File: src/hdl/dggc_pkg.sv
// shared types and constants for the dynamic greedy graph colouring block
`timescale 1ns / 1ps

package dggc_pkg;

  localparam int unsigned VTX_W   = 6;
  localparam int unsigned COLOR_W = 7;
  localparam int unsigned CNT_W   = 7;
  localparam int unsigned STAT_W  = 2;
  localparam int unsigned CHUNK_W = 3;
  localparam int unsigned CHUNK_N = 1 << CHUNK_W;
  localparam int unsigned KCNT_W  = COLOR_W - CHUNK_W;

  localparam logic [CNT_W-1:0]  COUNT_RESET      = 7'd64;
  localparam logic [STAT_W-1:0] STATUS_OK        = 2'd0;
  localparam logic [STAT_W-1:0] STATUS_RANGE     = 2'd1;
  localparam logic [STAT_W-1:0] STATUS_NO_COLOR  = 2'd2;
  localparam logic              KIND_INSERT      = 1'b1;
  localparam int unsigned       REG_VERTEX_COUNT = 0;

  typedef struct packed {
    logic             kind;
    logic [VTX_W-1:0] vertex_a;
    logic [VTX_W-1:0] vertex_b;
  } item_t;

  typedef struct packed {
    logic [COLOR_W-1:0] color_a;
    logic [COLOR_W-1:0] color_b;
    logic               recolored;
    logic [STAT_W-1:0]  status;
  } result_t;

  typedef enum logic [3:0] {
    S_CLEAR,
    S_IDLE,
    S_CHECK,
    S_WR_A,
    S_RD_B,
    S_WR_B,
    S_CAP_CA,
    S_CAP_CB,
    S_SCAN,
    S_DRAIN,
    S_SEARCH,
    S_FINISH
  } state_e;

  typedef enum logic [3:0] {
    CMD_NONE,
    CMD_CLEAR,
    CMD_LOAD,
    CMD_RD_A,
    CMD_WR_A,
    CMD_RD_B,
    CMD_WR_B,
    CMD_CAP_CA,
    CMD_CAP_CB,
    CMD_SCAN,
    CMD_DRAIN,
    CMD_SEARCH
  } cmd_e;

  typedef struct packed {
    logic cnt_last;
    logic out_of_range;
    logic conflict;
    logic search_found;
    logic search_none;
  } dp_status_t;

endpackage

File: src/hdl/dggc_ctrl.sv
// sequencing state machine for the colouring block
`timescale 1ns / 1ps

module dggc_ctrl (
  input  logic                clk_i,
  input  logic                rst_ni,
  input  logic                in_valid_i,
  output logic                in_ready_o,
  input  logic                out_free_i,
  output logic                out_push_o,
  input  dggc_pkg::dp_status_t status_i,
  output dggc_pkg::cmd_e      cmd_o
);

  dggc_pkg::state_e state_q, state_d;

  always_ff @(posedge clk_i or negedge rst_ni) begin
    if (!rst_ni) begin
      state_q <= dggc_pkg::S_CLEAR;
    end else begin
      state_q <= state_d;
    end
  end

  always_comb begin
    state_d    = state_q;
    cmd_o      = dggc_pkg::CMD_NONE;
    in_ready_o = 1'b0;
    out_push_o = 1'b0;
    case (state_q)
      dggc_pkg::S_CLEAR: begin
        cmd_o = dggc_pkg::CMD_CLEAR;
        if (status_i.cnt_last) begin
          state_d = dggc_pkg::S_IDLE;
        end
      end
      dggc_pkg::S_IDLE: begin
        in_ready_o = 1'b1;
        if (in_valid_i) begin
          cmd_o   = dggc_pkg::CMD_LOAD;
          state_d = dggc_pkg::S_CHECK;
        end
      end
      dggc_pkg::S_CHECK: begin
        cmd_o   = dggc_pkg::CMD_RD_A;
        state_d = status_i.out_of_range ? dggc_pkg::S_FINISH : dggc_pkg::S_WR_A;
      end
      dggc_pkg::S_WR_A: begin
        cmd_o   = dggc_pkg::CMD_WR_A;
        state_d = dggc_pkg::S_RD_B;
      end
      dggc_pkg::S_RD_B: begin
        cmd_o   = dggc_pkg::CMD_RD_B;
        state_d = dggc_pkg::S_WR_B;
      end
      dggc_pkg::S_WR_B: begin
        cmd_o   = dggc_pkg::CMD_WR_B;
        state_d = dggc_pkg::S_CAP_CA;
      end
      dggc_pkg::S_CAP_CA: begin
        cmd_o   = dggc_pkg::CMD_CAP_CA;
        state_d = dggc_pkg::S_CAP_CB;
      end
      dggc_pkg::S_CAP_CB: begin
        cmd_o   = dggc_pkg::CMD_CAP_CB;
        state_d = status_i.conflict ? dggc_pkg::S_SCAN : dggc_pkg::S_FINISH;
      end
      dggc_pkg::S_SCAN: begin
        cmd_o = dggc_pkg::CMD_SCAN;
        if (status_i.cnt_last) begin
          state_d = dggc_pkg::S_DRAIN;
        end
      end
      dggc_pkg::S_DRAIN: begin
        cmd_o   = dggc_pkg::CMD_DRAIN;
        state_d = dggc_pkg::S_SEARCH;
      end
      dggc_pkg::S_SEARCH: begin
        cmd_o = dggc_pkg::CMD_SEARCH;
        if (status_i.search_found || status_i.search_none) begin
          state_d = dggc_pkg::S_FINISH;
        end
      end
      dggc_pkg::S_FINISH: begin
        if (out_free_i) begin
          out_push_o = 1'b1;
          state_d    = dggc_pkg::S_IDLE;
        end
      end
      default: begin
        state_d = dggc_pkg::S_IDLE;
      end
    endcase
  end

endmodule

File: config.mk
export PLATFORM = sky130hd
export DESIGN_NAME = dggc_ctrl
export DESIGN_NICKNAME = d
export VERILOG_FILES = /design/src/hdl/dggc_pkg.sv /design/src/hdl/dggc_ctrl.sv
export SDC_FILE = /design/constraint.sdc
export NUM_CORES = 1
export LEC_CHECK = 0
export BUFFER_PORTS_ARGS = -buffer_cell sky130_fd_sc_hd__buf_4
export CORE_AREA = 4 4 41 43
export CTS_CLUSTER_DIAMETER = 40
export DETAILED_ROUTE_END_ITERATION = 10
export DIE_AREA = 0 0 45 47
export PLACE_DENSITY = 0.62
export SYNTH_ARGS = -nofsm -noshare
export SYNTH_HDL_FRONTEND = slang
export SYNTH_SLANG_ARGS = --single-unit
File: constraint.sdc
create_clock -name clk_i -period 1.51 [get_ports clk_i]
set_input_delay 0.302 -clock clk_i [delete_from_list [all_inputs] [get_ports clk_i]]
set_output_delay 0.302 -clock clk_i [all_outputs]
set_load 0.05 [all_outputs]
==> impl_metrics.tcl <==
set metrics [dict create \
    drv_slew 0 \
    rr_endpoint "state_q[3]" \
    worst_pin_slew_ns 0.244 \
    finalNonFillerCells 84 \
    path_cells "and2b_4 -> nand2_2 -> nor2_2 -> buf_6" \
    power.density_mw_per_mm2 2660 \
    wl_met1_um 466 \
    synth-seq-cells 4 \
    crit_arrival_ns 1.27 \
    cts_root_buffer "clkbuf_4" \
    grt_remaining_overflow 0 \
    dp_hpwl_um 796 \
    syn_nets 53 \
    routabilityCongestion 0.844 \
    grt_pass1_wl_um 1790 \
    vdd_drop_max_mv 1.29 \
    grt_max_degree 8 \
    max_cap_violations 0 \
    cp-start-kind "flip-flop" \
    grt_pass1_vias 418 \
    finalCriticalPeriod_ns 1.57 \
    syn_area_sq_um 377 \
    rsz0062_at_grt "true" \
    cts.path.max_buffers 2 \
    r2r_start "state_q[2]" \
    wl_um 1000 \
    critPathSlowestCell "dfrtp_2" \
    antenna_found_initial 0 \
    htreeDepth 1 \
    drive_above_1_share_pct 63.8 \
    cp_max_fo 7 \
    synthFlopType "dfrtp_1" \
    ys.warnings.count 0 \
    first_pass_iters 3 \
    total_leakage_power_nw 0.329 \
    vias_per_cell 5.06 \
    wl_met2_um 483 \
    core_sq_mm 0.00130 \
    maxSlewHeadroom_pct 83.6 \
    clock-sinks 4 \
    die_area_sq_mm 0.00212 \
    rows 13 \
    violations "negative setup slack" \
    largest_reg_flops 4 \
    nNetsFinal 80 \
    dp_slack_ns 0.104 \
    final_util_pct 50.3 \
    wl_met3_um 53 \
    final_common_cell "buf_4" \
    drt_iter0_markers 4 \
    hold_violations 0 \
    largest_register "state_q" \
    antenna_cells 0 \
    cts_tree "done" \
    r2r_setup_slack_ns 0.05 \
    post-route-period-util_pct 104 \
    critPathRequiredTime_ns 1.21 \
    worstHoldPathType "primary input to async pin" \
    setup_ws_ns -0.0646 \
    highest_layer "met3" \
    grt_util_all_layers_pct 11.4 \
    area_growth_pct 73.8 \
    cp_num_buf_inv 1 \
    fin_skew_ns 0.00105 \
    final.fill_count 128 \
    setup_viol 5 \
    startpoint "state_q[2]" \
    avgSynthCellArea_sq_um 8.56 \
    dp.cells 78 \
    worst-setup-path-type "flip-flop to output port" \
    largestRegisters "state_q (4)" \
    cpLargestDelayFamily "flip-flops" \
    io_pins 15 \
    ff2ff_path_depth 4 \
    vias 425 \
    outcome "finished, violations left" \
    crit_cells 4 \
    wl_per_cell_um 11.9 \
    endpoint "out_push_o" \
    synth_edf_count 0 \
    yosysSeqAreaShare_pct 26.6 \
    die_w_um 45 \
    ys_async_sr_fraction_pct 100 \
    port_buffers 14 \
    max_stage_delay_ns 0.46 \
    endpoint_kind "output port" \
    clock_latency_ns 0.23 \
    ant_nets 0 \
    start_util_pct 28.9 \
    final_cell_mix "buf_4, buf_6, nor2_1" \
    synth_cells 44 \
    cts_made_buffers 3 \
    fmax_ghz 0.635 \
    drcViolationCount 0 \
    die_y_um 47 \
    total_power_mw 1.74 \
    clkSlewWorstSetupHoldPaths_ns 0.04 \
    synth.distinct_cells 27 \
]
==> Yosys cell counts, types with 2 or more instances <==
| library cell | number | area share, % |
|---|---|---|
| nor2_1 | 7 | 7.0 |
| dfrtp_1 | 4 | 27 |
| a211o_1 | 2 | 4.7 |
| buf_6 | 2 | 6.0 |
| nand2_1 | 2 | 2.0 |
| nor2b_1 | 2 | 3.3 |
| nor3_1 | 2 | 2.7 |
| nor4_1 | 2 | 3.3 |
| o211a_1 | 2 | 5.3 |
| o21ai_0 | 2 | 2.7 |
==> timing repair <==
action                     CTS  global route
gates cloned                 0             0
setup buffers                2             0
pin swaps                    2             2
setup endpoints to repair    5             7
hold endpoints to repair     4             0
resized for setup           12             2
hold buffers                 1             0
==> logic make-up after synthesis <==
logic type	Yosys count	share of synthesized area, %
flops	4	26.6
simple gates	22	34.9
buf+inv	5	10.3
xor+xnor	1	2.33
compound gates	12	25.9
==> area by class of cell <==
type | count | area (sq um) | share of cell area (%)
well taps | 15 | 18.8 | 2.87
inverters | 1 | 3.75 | 0.574
flip-flops and latches | 4 | 105 | 16.1
repair buffers | 26 | 220 | 33.7
multi-input cells | 35 | 284 | 43.4
clock buffers | 3 | 22.5 | 3.44
==> where the power goes <==
group / leakage [nW] / total, mW / switching, mW / internal [mW]
Sequential: 0.0440 / 0.264 / 0.0916 / 0.173
Clock: 0.0138 / 0.127 / 0.0383 / 0.0886
Combinational: 0.271 / 1.35 / 0.735 / 0.613
==> layer usage <==
metal / GRT usage, % / vias to the layer above
li1: - / 214
met1: 15.0 / 202
met2: 19.2 / 9
met3: 1.53 / 0
met4: 3.51 / 0
met5: 0 / -
==> worst min path at each step <==
stage            from          to  slack [ns]  cells after the start
2_1_floorplan  rst_ni  state_q[0]       0.006                      0
3_3_place_gp   rst_ni  state_q[2]         0.1                      1
3_5_place_dp   rst_ni  state_q[1]        0.10                      1
4_1_cts        rst_ni  state_q[1]        0.39                      2
5_1_grt        rst_ni  state_q[1]        0.42                      2
6_report       rst_ni  state_q[1]        0.41                      2
==> stage by stage <==
stage,setup TNS [ns],hold slack (ns),cell area (sq um)
6_report,-0.215,0.408,654
5_1_grt,-0.566,0.420,654
4_1_cts,-0.279,0.393,649
3_5_place_dp,0,0.101,562
3_3_place_gp,0,0.0988,562
2_1_floorplan,-0.0136,0.00641,405
Power figures use the tool's default switching activity.
